## src/design/spcg_pkg.sv

```systemverilog
// spcg_pkg: shared types, codes and constants of the step pattern click generator
// no dependencies; imported by step_pattern_click_generator
package spcg_pkg;

    localparam int MAX_PATTERN_STEPS_DEF = 256;

    localparam int STEP_W     = 8;
    localparam int LEN_W      = 9;
    localparam int PERIOD_W   = 22;
    localparam int BEATS_W    = 6;
    localparam int SUB_W      = 3;
    localparam int TYPE_W     = 2;
    localparam int MODE_W     = 2;
    localparam int VEL_W      = 8;
    localparam int CFG_IDX_W  = 2;
    localparam int CFG_DATA_W = 22;
    localparam int DIV_STEPS  = 9;
    localparam int DIV_CNT_W  = 4;

    typedef enum logic [MODE_W-1:0] {
        MODE_SAMPLE  = 2'd0,
        MODE_SET     = 2'd1,
        MODE_CYCLE   = 2'd2,
        MODE_RESTART = 2'd3
    } mode_t;

    localparam logic [TYPE_W-1:0] TYPE_NORMAL = 2'd0;
    localparam logic [TYPE_W-1:0] TYPE_ACCENT = 2'd1;
    localparam logic [TYPE_W-1:0] TYPE_MUTE   = 2'd2;

    localparam logic [CFG_IDX_W-1:0] CFG_RUNNING     = 2'd0;
    localparam logic [CFG_IDX_W-1:0] CFG_TICK_PERIOD = 2'd1;
    localparam logic [CFG_IDX_W-1:0] CFG_BEATS       = 2'd2;
    localparam logic [CFG_IDX_W-1:0] CFG_SUBDIVISION = 2'd3;

    localparam logic [PERIOD_W-1:0] TICK_PERIOD_RST = 22'd24000;
    localparam logic [BEATS_W-1:0]  BEATS_RST       = 6'd4;
    localparam logic [SUB_W-1:0]    SUB_RST         = 3'd1;
    localparam logic [SUB_W-1:0]    SUB_UNSUPPORTED = 3'd6;

    localparam logic [VEL_W-1:0] VEL_ACCENT = 8'd255;
    localparam logic [VEL_W-1:0] VEL_NORMAL = 8'd153;
    localparam logic [VEL_W-1:0] VEL_MUTE   = 8'd0;

    typedef enum logic [2:0] {
        ST_IDLE,
        ST_CYCLE,
        ST_DIV_SUB,
        ST_DIV_LEN,
        ST_OUT
    } state_t;

    function automatic logic [VEL_W-1:0] type_velocity(input logic [TYPE_W-1:0] t);
        logic [VEL_W-1:0] v;
        case (t)
            TYPE_ACCENT: v = VEL_ACCENT;
            TYPE_NORMAL: v = VEL_NORMAL;
            default:     v = VEL_MUTE;
        endcase
        return v;
    endfunction

    function automatic logic [TYPE_W-1:0] next_type(input logic [TYPE_W-1:0] t);
        logic [TYPE_W-1:0] n;
        case (t)
            TYPE_NORMAL: n = TYPE_ACCENT;
            TYPE_ACCENT: n = TYPE_MUTE;
            default:     n = TYPE_NORMAL;
        endcase
        return n;
    endfunction

endpackage

```

## src/design/step_pattern_click_generator.sv

```systemverilog
// step pattern click generator: audio sample items and pattern edits in, one result item out
// clicking sample: beat/sub divide, wrap divide, then output load when output is free
// cycle edit: read, write back, output; others: output; one shared 9-step restoring divider
// one item at a time; the next item is taken once the result sits in the output register
// aresetn synchronous active low: config to defaults, playhead and countdown zero, store
// entries read as their reset types through per-entry valid bits, no clearing pass
module step_pattern_click_generator #(
    parameter int MAX_PATTERN_STEPS = spcg_pkg::MAX_PATTERN_STEPS_DEF
) (
    input  logic                                 aclk,
    input  logic                                 aresetn,
    input  logic                                 s_valid,
    output logic                                 s_ready,
    input  logic [spcg_pkg::MODE_W-1:0]          s_mode,
    input  logic [spcg_pkg::STEP_W-1:0]          s_step_index,
    input  logic [spcg_pkg::TYPE_W-1:0]          s_step_type,
    output logic                                 m_valid,
    input  logic                                 m_ready,
    output logic                                 m_click,
    output logic [spcg_pkg::STEP_W-1:0]          m_click_step,
    output logic [spcg_pkg::STEP_W-1:0]          m_beat_number,
    output logic [spcg_pkg::SUB_W-1:0]           m_sub_position,
    output logic [spcg_pkg::TYPE_W-1:0]          m_click_type,
    output logic [spcg_pkg::VEL_W-1:0]           m_velocity,
    output logic                                 m_downbeat,
    input  logic                                 cfg_valid,
    output logic                                 cfg_ready,
    input  logic [spcg_pkg::CFG_IDX_W-1:0]       cfg_index,
    input  logic [spcg_pkg::CFG_DATA_W-1:0]      cfg_data
);
    import spcg_pkg::*;

    localparam int DEPTH = (MAX_PATTERN_STEPS < 256) ? MAX_PATTERN_STEPS : 256;
    localparam int AW    = $clog2(DEPTH);
    localparam logic [LEN_W-1:0] CAP = LEN_W'(DEPTH);

    // config
    logic                running_reg;
    logic [PERIOD_W-1:0] tick_reg;
    logic [BEATS_W-1:0]  beats_reg;
    logic [SUB_W-1:0]    sub_reg;

    // block state
    state_t              state_reg, state_next;
    logic [STEP_W-1:0]   playhead_reg, playhead_next;
    logic [PERIOD_W-1:0] count_reg, count_next;

    // pattern store
    logic [TYPE_W-1:0]   mem [DEPTH];
    logic [DEPTH-1:0]    valid_reg;
    logic                mem_we;
    logic [AW-1:0]       mem_waddr;
    logic [TYPE_W-1:0]   mem_wdata;
    logic [STEP_W-1:0]   rd_sel;
    logic [AW-1:0]       rd_addr;
    logic [TYPE_W-1:0]   rd_mem_reg;
    logic                rd_valid_reg;
    logic                rd_zero_reg;
    logic                rd_inside_reg;
    logic [TYPE_W-1:0]   rd_type;
    logic [STEP_W-1:0]   edit_idx_reg, edit_idx_next;

    // shared divider
    logic [LEN_W-1:0]     div_rem_reg, div_rem_next;
    logic [LEN_W-1:0]     div_quo_reg, div_quo_next;
    logic [LEN_W-1:0]     div_den_reg, div_den_next;
    logic [DIV_CNT_W-1:0] div_cnt_reg, div_cnt_next;
    logic [LEN_W-1:0]     div_trial;
    logic                 div_ge;
    logic [LEN_W-1:0]     div_rem_step;
    logic [LEN_W-1:0]     div_quo_step;
    logic                 div_last;

    // pending result
    logic                res_click_reg, res_click_next;
    logic [STEP_W-1:0]   res_step_reg, res_step_next;
    logic [STEP_W-1:0]   res_beat_reg, res_beat_next;
    logic [SUB_W-1:0]    res_sub_reg, res_sub_next;
    logic [TYPE_W-1:0]   res_type_reg, res_type_next;
    logic [VEL_W-1:0]    res_vel_reg, res_vel_next;
    logic                res_down_reg, res_down_next;

    // output register
    logic                m_valid_reg, m_valid_next;
    logic                m_load;

    // derived config
    logic [SUB_W-1:0]    eff_sub;
    logic [BEATS_W-1:0]  eff_beats;
    logic [LEN_W-1:0]    len_raw;
    logic [LEN_W-1:0]    pat_len;
    logic [PERIOD_W-1:0] eff_period;
    logic                s_fire;

    assign eff_sub    = (sub_reg == '0 || sub_reg == SUB_UNSUPPORTED) ? SUB_W'(1) : sub_reg;
    assign eff_beats  = (beats_reg == '0) ? BEATS_W'(1) : beats_reg;
    assign len_raw    = LEN_W'(eff_beats) * LEN_W'(eff_sub);
    assign pat_len    = (len_raw > CAP) ? CAP : len_raw;
    assign eff_period = (tick_reg == '0) ? PERIOD_W'(1) : tick_reg;

    assign s_ready   = (state_reg == ST_IDLE);
    assign s_fire    = s_valid && s_ready;
    assign cfg_ready = 1'b1;
    assign m_valid   = m_valid_reg;

    assign div_trial    = {div_rem_reg[LEN_W-2:0], div_quo_reg[LEN_W-1]};
    assign div_ge       = (div_trial >= div_den_reg);
    assign div_rem_step = div_ge ? (div_trial - div_den_reg) : div_trial;
    assign div_quo_step = {div_quo_reg[LEN_W-2:0], div_ge};
    assign div_last     = (div_cnt_reg == DIV_CNT_W'(DIV_STEPS - 1));

    assign rd_sel  = (state_reg == ST_IDLE && s_mode == MODE_CYCLE) ? s_step_index
                                                                    : playhead_reg;
    assign rd_addr = rd_sel[AW-1:0];

    always_comb begin
        if (!rd_inside_reg) begin
            rd_type = TYPE_MUTE;
        end else if (rd_valid_reg) begin
            rd_type = (rd_mem_reg > TYPE_MUTE) ? TYPE_MUTE : rd_mem_reg;
        end else begin
            rd_type = rd_zero_reg ? TYPE_ACCENT : TYPE_NORMAL;
        end
    end

    // config port
    always_ff @(posedge aclk) begin
        if (!aresetn) begin
            running_reg <= 1'b0;
            tick_reg    <= TICK_PERIOD_RST;
            beats_reg   <= BEATS_RST;
            sub_reg     <= SUB_RST;
        end else if (cfg_valid && cfg_ready) begin
            case (cfg_index)
                CFG_RUNNING:     running_reg <= cfg_data[0];
                CFG_TICK_PERIOD: tick_reg    <= cfg_data[PERIOD_W-1:0];
                CFG_BEATS:       beats_reg   <= cfg_data[BEATS_W-1:0];
                CFG_SUBDIVISION: sub_reg     <= cfg_data[SUB_W-1:0];
                default: ;
            endcase
        end
    end

    // store write and registered read
    always_ff @(posedge aclk) begin
        if (mem_we) begin
            mem[mem_waddr] <= mem_wdata;
        end
        rd_mem_reg    <= mem[rd_addr];
        rd_valid_reg  <= valid_reg[rd_addr];
        rd_zero_reg   <= (rd_sel == '0);
        rd_inside_reg <= ({1'b0, rd_sel} < CAP);
    end

    always_ff @(posedge aclk) begin
        if (!aresetn) begin
            valid_reg <= '0;
        end else if (mem_we) begin
            valid_reg[mem_waddr] <= 1'b1;
        end
    end

    // control state
    always_ff @(posedge aclk) begin
        if (!aresetn) begin
            state_reg    <= ST_IDLE;
            playhead_reg <= '0;
            count_reg    <= '0;
            m_valid_reg  <= 1'b0;
            div_cnt_reg  <= '0;
        end else begin
            state_reg    <= state_next;
            playhead_reg <= playhead_next;
            count_reg    <= count_next;
            m_valid_reg  <= m_valid_next;
            div_cnt_reg  <= div_cnt_next;
        end
    end

    // datapath
    always_ff @(posedge aclk) begin
        div_rem_reg   <= div_rem_next;
        div_quo_reg   <= div_quo_next;
        div_den_reg   <= div_den_next;
        edit_idx_reg  <= edit_idx_next;
        res_click_reg <= res_click_next;
        res_step_reg  <= res_step_next;
        res_beat_reg  <= res_beat_next;
        res_sub_reg   <= res_sub_next;
        res_type_reg  <= res_type_next;
        res_vel_reg   <= res_vel_next;
        res_down_reg  <= res_down_next;
        if (m_load) begin
            m_click        <= res_click_reg;
            m_click_step   <= res_step_reg;
            m_beat_number  <= res_beat_reg;
            m_sub_position <= res_sub_reg;
            m_click_type   <= res_type_reg;
            m_velocity     <= res_vel_reg;
            m_downbeat     <= res_down_reg;
        end
    end

    // sequencer
    always_comb begin
        state_next     = state_reg;
        playhead_next  = playhead_reg;
        count_next     = count_reg;
        div_rem_next   = div_rem_reg;
        div_quo_next   = div_quo_reg;
        div_den_next   = div_den_reg;
        div_cnt_next   = div_cnt_reg;
        edit_idx_next  = edit_idx_reg;
        res_click_next = res_click_reg;
        res_step_next  = res_step_reg;
        res_beat_next  = res_beat_reg;
        res_sub_next   = res_sub_reg;
        res_type_next  = res_type_reg;
        res_vel_next   = res_vel_reg;
        res_down_next  = res_down_reg;
        mem_we         = 1'b0;
        mem_waddr      = s_step_index[AW-1:0];
        mem_wdata      = (s_step_type > TYPE_MUTE) ? TYPE_MUTE : s_step_type;
        m_load         = 1'b0;
        m_valid_next   = m_valid_reg && !m_ready;

        case (state_reg)
            ST_IDLE: begin
                if (s_fire) begin
                    res_click_next = 1'b0;
                    res_step_next  = '0;
                    res_beat_next  = '0;
                    res_sub_next   = '0;
                    res_type_next  = '0;
                    res_vel_next   = '0;
                    res_down_next  = 1'b0;
                    edit_idx_next  = s_step_index;
                    state_next     = ST_OUT;
                    case (s_mode)
                        MODE_SET: begin
                            res_step_next = s_step_index;
                            mem_we        = ({1'b0, s_step_index} < CAP);
                        end
                        MODE_CYCLE: begin
                            res_step_next = s_step_index;
                            state_next    = ST_CYCLE;
                        end
                        MODE_RESTART: begin
                            playhead_next = '0;
                            count_next    = eff_period;
                        end
                        default: begin
                            if (running_reg) begin
                                if (count_reg == '0) begin
                                    div_rem_next = '0;
                                    div_quo_next = LEN_W'(playhead_reg);
                                    div_den_next = LEN_W'(eff_sub);
                                    div_cnt_next = '0;
                                    state_next   = ST_DIV_SUB;
                                end else begin
                                    count_next = count_reg - PERIOD_W'(1);
                                end
                            end
                        end
                    endcase
                end
            end
            ST_CYCLE: begin
                mem_waddr  = edit_idx_reg[AW-1:0];
                mem_wdata  = next_type(rd_type);
                mem_we     = ({1'b0, edit_idx_reg} < pat_len);
                state_next = ST_OUT;
            end
            ST_DIV_SUB: begin
                div_rem_next = div_rem_step;
                div_quo_next = div_quo_step;
                div_cnt_next = div_cnt_reg + DIV_CNT_W'(1);
                if (div_last) begin
                    res_beat_next = div_quo_step[STEP_W-1:0];
                    res_sub_next  = div_rem_step[SUB_W-1:0];
                    div_rem_next  = '0;
                    div_quo_next  = LEN_W'(playhead_reg) + LEN_W'(1);
                    div_den_next  = pat_len;
                    div_cnt_next  = '0;
                    state_next    = ST_DIV_LEN;
                end
            end
            ST_DIV_LEN: begin
                div_rem_next = div_rem_step;
                div_quo_next = div_quo_step;
                div_cnt_next = div_cnt_reg + DIV_CNT_W'(1);
                if (div_last) begin
                    res_click_next = 1'b1;
                    res_step_next  = playhead_reg;
                    res_type_next  = rd_type;
                    res_vel_next   = type_velocity(rd_type);
                    res_down_next  = (playhead_reg == '0);
                    playhead_next  = div_rem_step[STEP_W-1:0];
                    count_next     = eff_period - PERIOD_W'(1);
                    div_cnt_next   = '0;
                    state_next     = ST_OUT;
                end
            end
            ST_OUT: begin
                if (!m_valid_reg || m_ready) begin
                    m_load       = 1'b1;
                    m_valid_next = 1'b1;
                    state_next   = ST_IDLE;
                end
            end
            default: begin
                state_next = ST_IDLE;
            end
        endcase
    end

`ifndef NO_ASSERTIONS
    a_downbeat_step: assert property (@(posedge aclk) disable iff (!aresetn)
        m_valid && m_click |-> (m_downbeat == (m_click_step == '0)))
        else $error("downbeat does not match click step");

    a_quiet_no_level: assert property (@(posedge aclk) disable iff (!aresetn)
        m_valid && !m_click |-> (m_velocity == '0 && !m_downbeat))
        else $error("non-click item carries velocity or downbeat");

    a_sub_in_range: assert property (@(posedge aclk) disable iff (!aresetn)
        (state_reg == ST_DIV_LEN) && div_last |-> (res_sub_reg < eff_sub))
        else $error("sub position not below subdivision");

    a_playhead_cap: assert property (@(posedge aclk) disable iff (!aresetn)
        ({1'b0, playhead_reg} < CAP))
        else $error("playhead beyond store");

    a_div_count: assert property (@(posedge aclk) disable iff (!aresetn)
        (state_reg == ST_DIV_SUB) && div_last |=> (state_reg == ST_DIV_LEN && div_cnt_reg == '0))
        else $error("divider sequencing broken");
`endif

endmodule
```

## config.mk

```make
export PLATFORM = sky130hd
export DESIGN_NAME = step_pattern_click_generator
export DESIGN_NICKNAME = d
export VERILOG_FILES = /design/src/design/spcg_pkg.sv /design/src/design/step_pattern_click_generator.sv
export SDC_FILE = /design/constraint.sdc
export NUM_CORES = 2
export LEC_CHECK = 0
export BUFFER_PORTS_ARGS = -buffer_cell sky130_fd_sc_hd__buf_2
export CELL_PAD_IN_SITES_DETAIL_PLACEMENT = 0
export CELL_PAD_IN_SITES_GLOBAL_PLACEMENT = 1
export CORE_MARGIN = 5
export CORE_UTILIZATION = 35
export CTS_CLUSTER_SIZE = 14
export DETAILED_ROUTE_END_ITERATION = 16
export PLACE_DENSITY = 0.71
export SLEW_MARGIN = 30
export SYNTH_ARGS = -nofsm -noshare
export SYNTH_HDL_FRONTEND = slang
export SYNTH_SLANG_ARGS = --single-unit
```

## constraint.sdc

```tcl
create_clock -name aclk -period 19.1 [get_ports aclk]
set_input_delay 2.865 -clock aclk [delete_from_list [all_inputs] [get_ports aclk]]
set_output_delay 2.865 -clock aclk [all_outputs]
set_load 0.01 [all_outputs]
```

==> summary.md <==
| Metric | Value |
|---|---|
| Max reg flops | `512` |
| RSZ-0062 raised after global routing | `no` |
| Placement Setup Slack | `11.34 ns` |
| Worst hold stages | `0` |
| Final HPWL DP | `between 70 and 80 mm` |
| Total congestion overflow | `0` |
| CTS clk-pin slew, worst paths | `0.06 ns` |
| Top cells by instance count after synthesis | `nand2_1, edfxtp_1, nor2_1` |
| Cell Count Post-Placement | `5243` |
| Clock power share | `between 40% and 50%` |
| Die area | `121000 µm²` |
| Post-Route Setup TNS | `0 ns` |
| Final Hold Vio Count | `0` |
| Final period utilization | `37.3%` |
| Synthesized cell area | `between 30000 and 40000 µm²` |
| Clock Tree Root | `clkbuf_16` |
| Initial core utilization | `35.1%` |
| HP Class | `reg2reg` |
| Largest net degree at the start of global routing | `143` |
| H-tree levels | `3` |
| Clock buffer count from CTS | `100` |
| Sequential-to-total area share from yosys stat | `61.3%` |
| Post-synth ARST share | `0%` |
| I/O Buffers | `73` |
| Leak | `0.0148 µW` |
| Wire per inst | `~22 µm` |
| Ports | `75` |
| Switching Fraction | `23.8%` |
| Max incr delay on CP | `0.88 ns` |
| Worst reg2reg path depth | `24` |
| GP Congestion | `0.819` |
| DR vias/cell | `5.43` |
| Top-count cell post-synth | `nand2_1` |
| Max-slew violation count | `0` |
| Reg power frac | `49.9%` |
| Crit path kind | `in2reg` |
| Routed wire length | `roughly 120 mm` |
| Post-route minimum period | `between 7 and 8 ns` |
| Yosys top cell area share | `44.8%` |
| Distinct cell type count after synthesis | `76` |
| Placeable Area | `114000 µm²` |
| GRT Total Usage | `roughly a fifth` |
| NumNets Final | `3917` |
| Vias | `29500` |
| Crit path top cell by count | `buf_4` |
| Clock Tree Buf Depth | `3` |
| Die height | `between 300 and 400 µm` |
| Worst slew margin | `30.6%` |
| # DRC | `0` |
| Max-cap violations | `0` |
| First-pass GRT wire length | `179 mm` |
| Max Freq | `0.140 GHz` |
| DRT iter0 DRCs | `2471` |
| DR pass1 iterations | `6` |
| Clock Latency Late Sink | `0.69 ns` |
| CTS sink cnt | `926` |
| Number of synthesized register bits | `926` |
| Family with the most delay on the worst path | `buffers and inverters` |
| Syn nets | `3940` |
| Die W | `348 µm` |
| Combinational Power Share | `6.6%` |
| Top_reg_cell synth | `edfxtp_1` |
| Postcts setup bufs | `0` |
| Cell Pwr Density | `96.8 nW/µm²` |
| Slew of the pin with the lowest slew margin | `a little over 1 ns` |
| Synth top area cells | `edfxtp_1, dfxtp_1, nand2_1` |
| Layout Skew | `0.0371 ns` |
| Nature of the critical path endpoint | `register` |
| Internal | `3320 µW` |
| Hold-fix buffers at CTS | `0` |
| Kind of start point of the critical path | `input port` |
| Post-CTS sizing | `0` |
| Post-synth top area cell | `edfxtp_1` |
| Final Cell Area | `45000 µm²` |
| Vias in the first global route | `roughly 28000` |
| Mean Syn Cell Area | `10.4 µm²` |
| Fraction of layout cells with a size suffix above 1 | `a little under a tenth` |
| Final ANT Viol Nets | `0` |
| CP Cell Sequence | `buf_2 > inv_1 > ha_1 > nor4b_4 > buf_4 > mux2_8 > buf_4 > mux4_2 > a21oi_1 > a221oi_1 > nor4_1 > o311ai_1` |
| Fin cells | `5436` |
| CP required | `19.64 ns` |
| CP arrival | `7.67 ns` |
| Synth Instances | `3858` |
| DP Area | `41700 µm²` |
| Status | `complete, no violations` |
| Levels on crit path | `12` |
| P_sw | `roughly 1000 µW` |
| Setup ws final | `11.97 ns` |
| Synthesis Warnings | `0` |
| Area delta synth->final | `12.6%` |
| CTS tree | `built` |
| FP Rows | `124` |
| Final setup viols | `0` |
| Critical Path Fanout Max | `87` |
| Buf+Inv Stages, Crit Path | `4` |
| Initial antenna violation count | `3` |
| Number of synthesized flops with an enable pin | `596` |
| Peak supply drop | `64.9 µV` |
| CP max-delay cell | `nor4_1` |
## power by group through the flow
stage                     registers, µW  clock network (µW)  logic, µW
after floorplan                    2220                   0        174
after global placement             2210                   0        283
after detailed placement           2210                   0        286
after CTS                          2170                1930        287
after global routing               2170                2020        309
final                              2170                1890        288
## final cells by class
| class | instances | area (µm²) |
|---|---|---|
| sequential | 926 | 24500 |
| timing repair buffer | 125 | 825 |
| tap | 1512 | 1890 |
| antenna | 2 | 5.00 |
| clock inverter | 37 | 325 |
| inverter | 48 | 180 |
| fill | 11200 | 68900 |
| clock buffer | 152 | 2900 |
| multi-input combinational | 2634 | 14400 |
## layer usage
metal  vias up  GRT usage (%)  share of wire (%)
met4         2           7.99                4.3
met2       970           31.3                 47
li1      13700              -                  -
met3       246           3.11                6.4
met1     14600           25.6                 42
met5         -              0              0.010
## placed cells by master (no fill, tap or decap), types with 21 or more instances in the layout
| cell type | instances |
|---|---|
| nor3_1 | 24 |
| nor2b_1 | 24 |
| edfxtp_1 | 596 |
| nand2_1 | 984 |
| o21ai_0 | 314 |
| buf_4 | 44 |
| mux2i_1 | 83 |
| a21oi_1 | 114 |
| buf_2 | 72 |
| a31oi_1 | 62 |
| a21boi_0 | 23 |
| nand3_1 | 192 |
| ha_1 | 35 |
| nand4_1 | 50 |
| clkbuf_1 | 33 |
| dfxtp_1 | 330 |
| and2_1 | 21 |
| nor2_1 | 351 |
| inv_1 | 48 |
| mux4_2 | 37 |
| a32oi_1 | 23 |
| clkbuf_16 | 104 |
## kinds of logic after synthesis
group	share of synthesized area, %
compound gates	10.3
xor+xnor	0.461
fa+ha+maj	1.40
buf+inv	3.33
flops	61.3
mux	4.55
other cells	0.00939
simple gates	18.6
## worst paths after layout
kind                              to  slack [ns]                         start
min reg2reg  m_velocity[4]$_DFFE_PP_        0.41  res_vel_reg[4]$_SDFFCE_PN0P_
max             rd_valid_reg$_DFF_P_       11.97                     s_mode[0]
min          m_velocity[4]$_DFFE_PP_        0.41  res_vel_reg[4]$_SDFFCE_PN0P_
max reg2reg      mem[4][0]$_DFFE_PP_       12.52       sub_reg[0]$_SDFFE_PN1P_
## stage by stage
step | utilization, % | total power, µW | hold WS [ns]
2_1_floorplan | - | 2400 | 0.400
3_3_place_gp | 36.6 | 2500 | 0.406
3_5_place_dp | 36.6 | 2500 | 0.405
4_1_cts | 39.5 | 4380 | 0.412
5_1_grt | 39.5 | 4500 | 0.425
6_report | 39.5 | 4350 | 0.414
No activity file was read; power rests on OpenSTA's default activity.
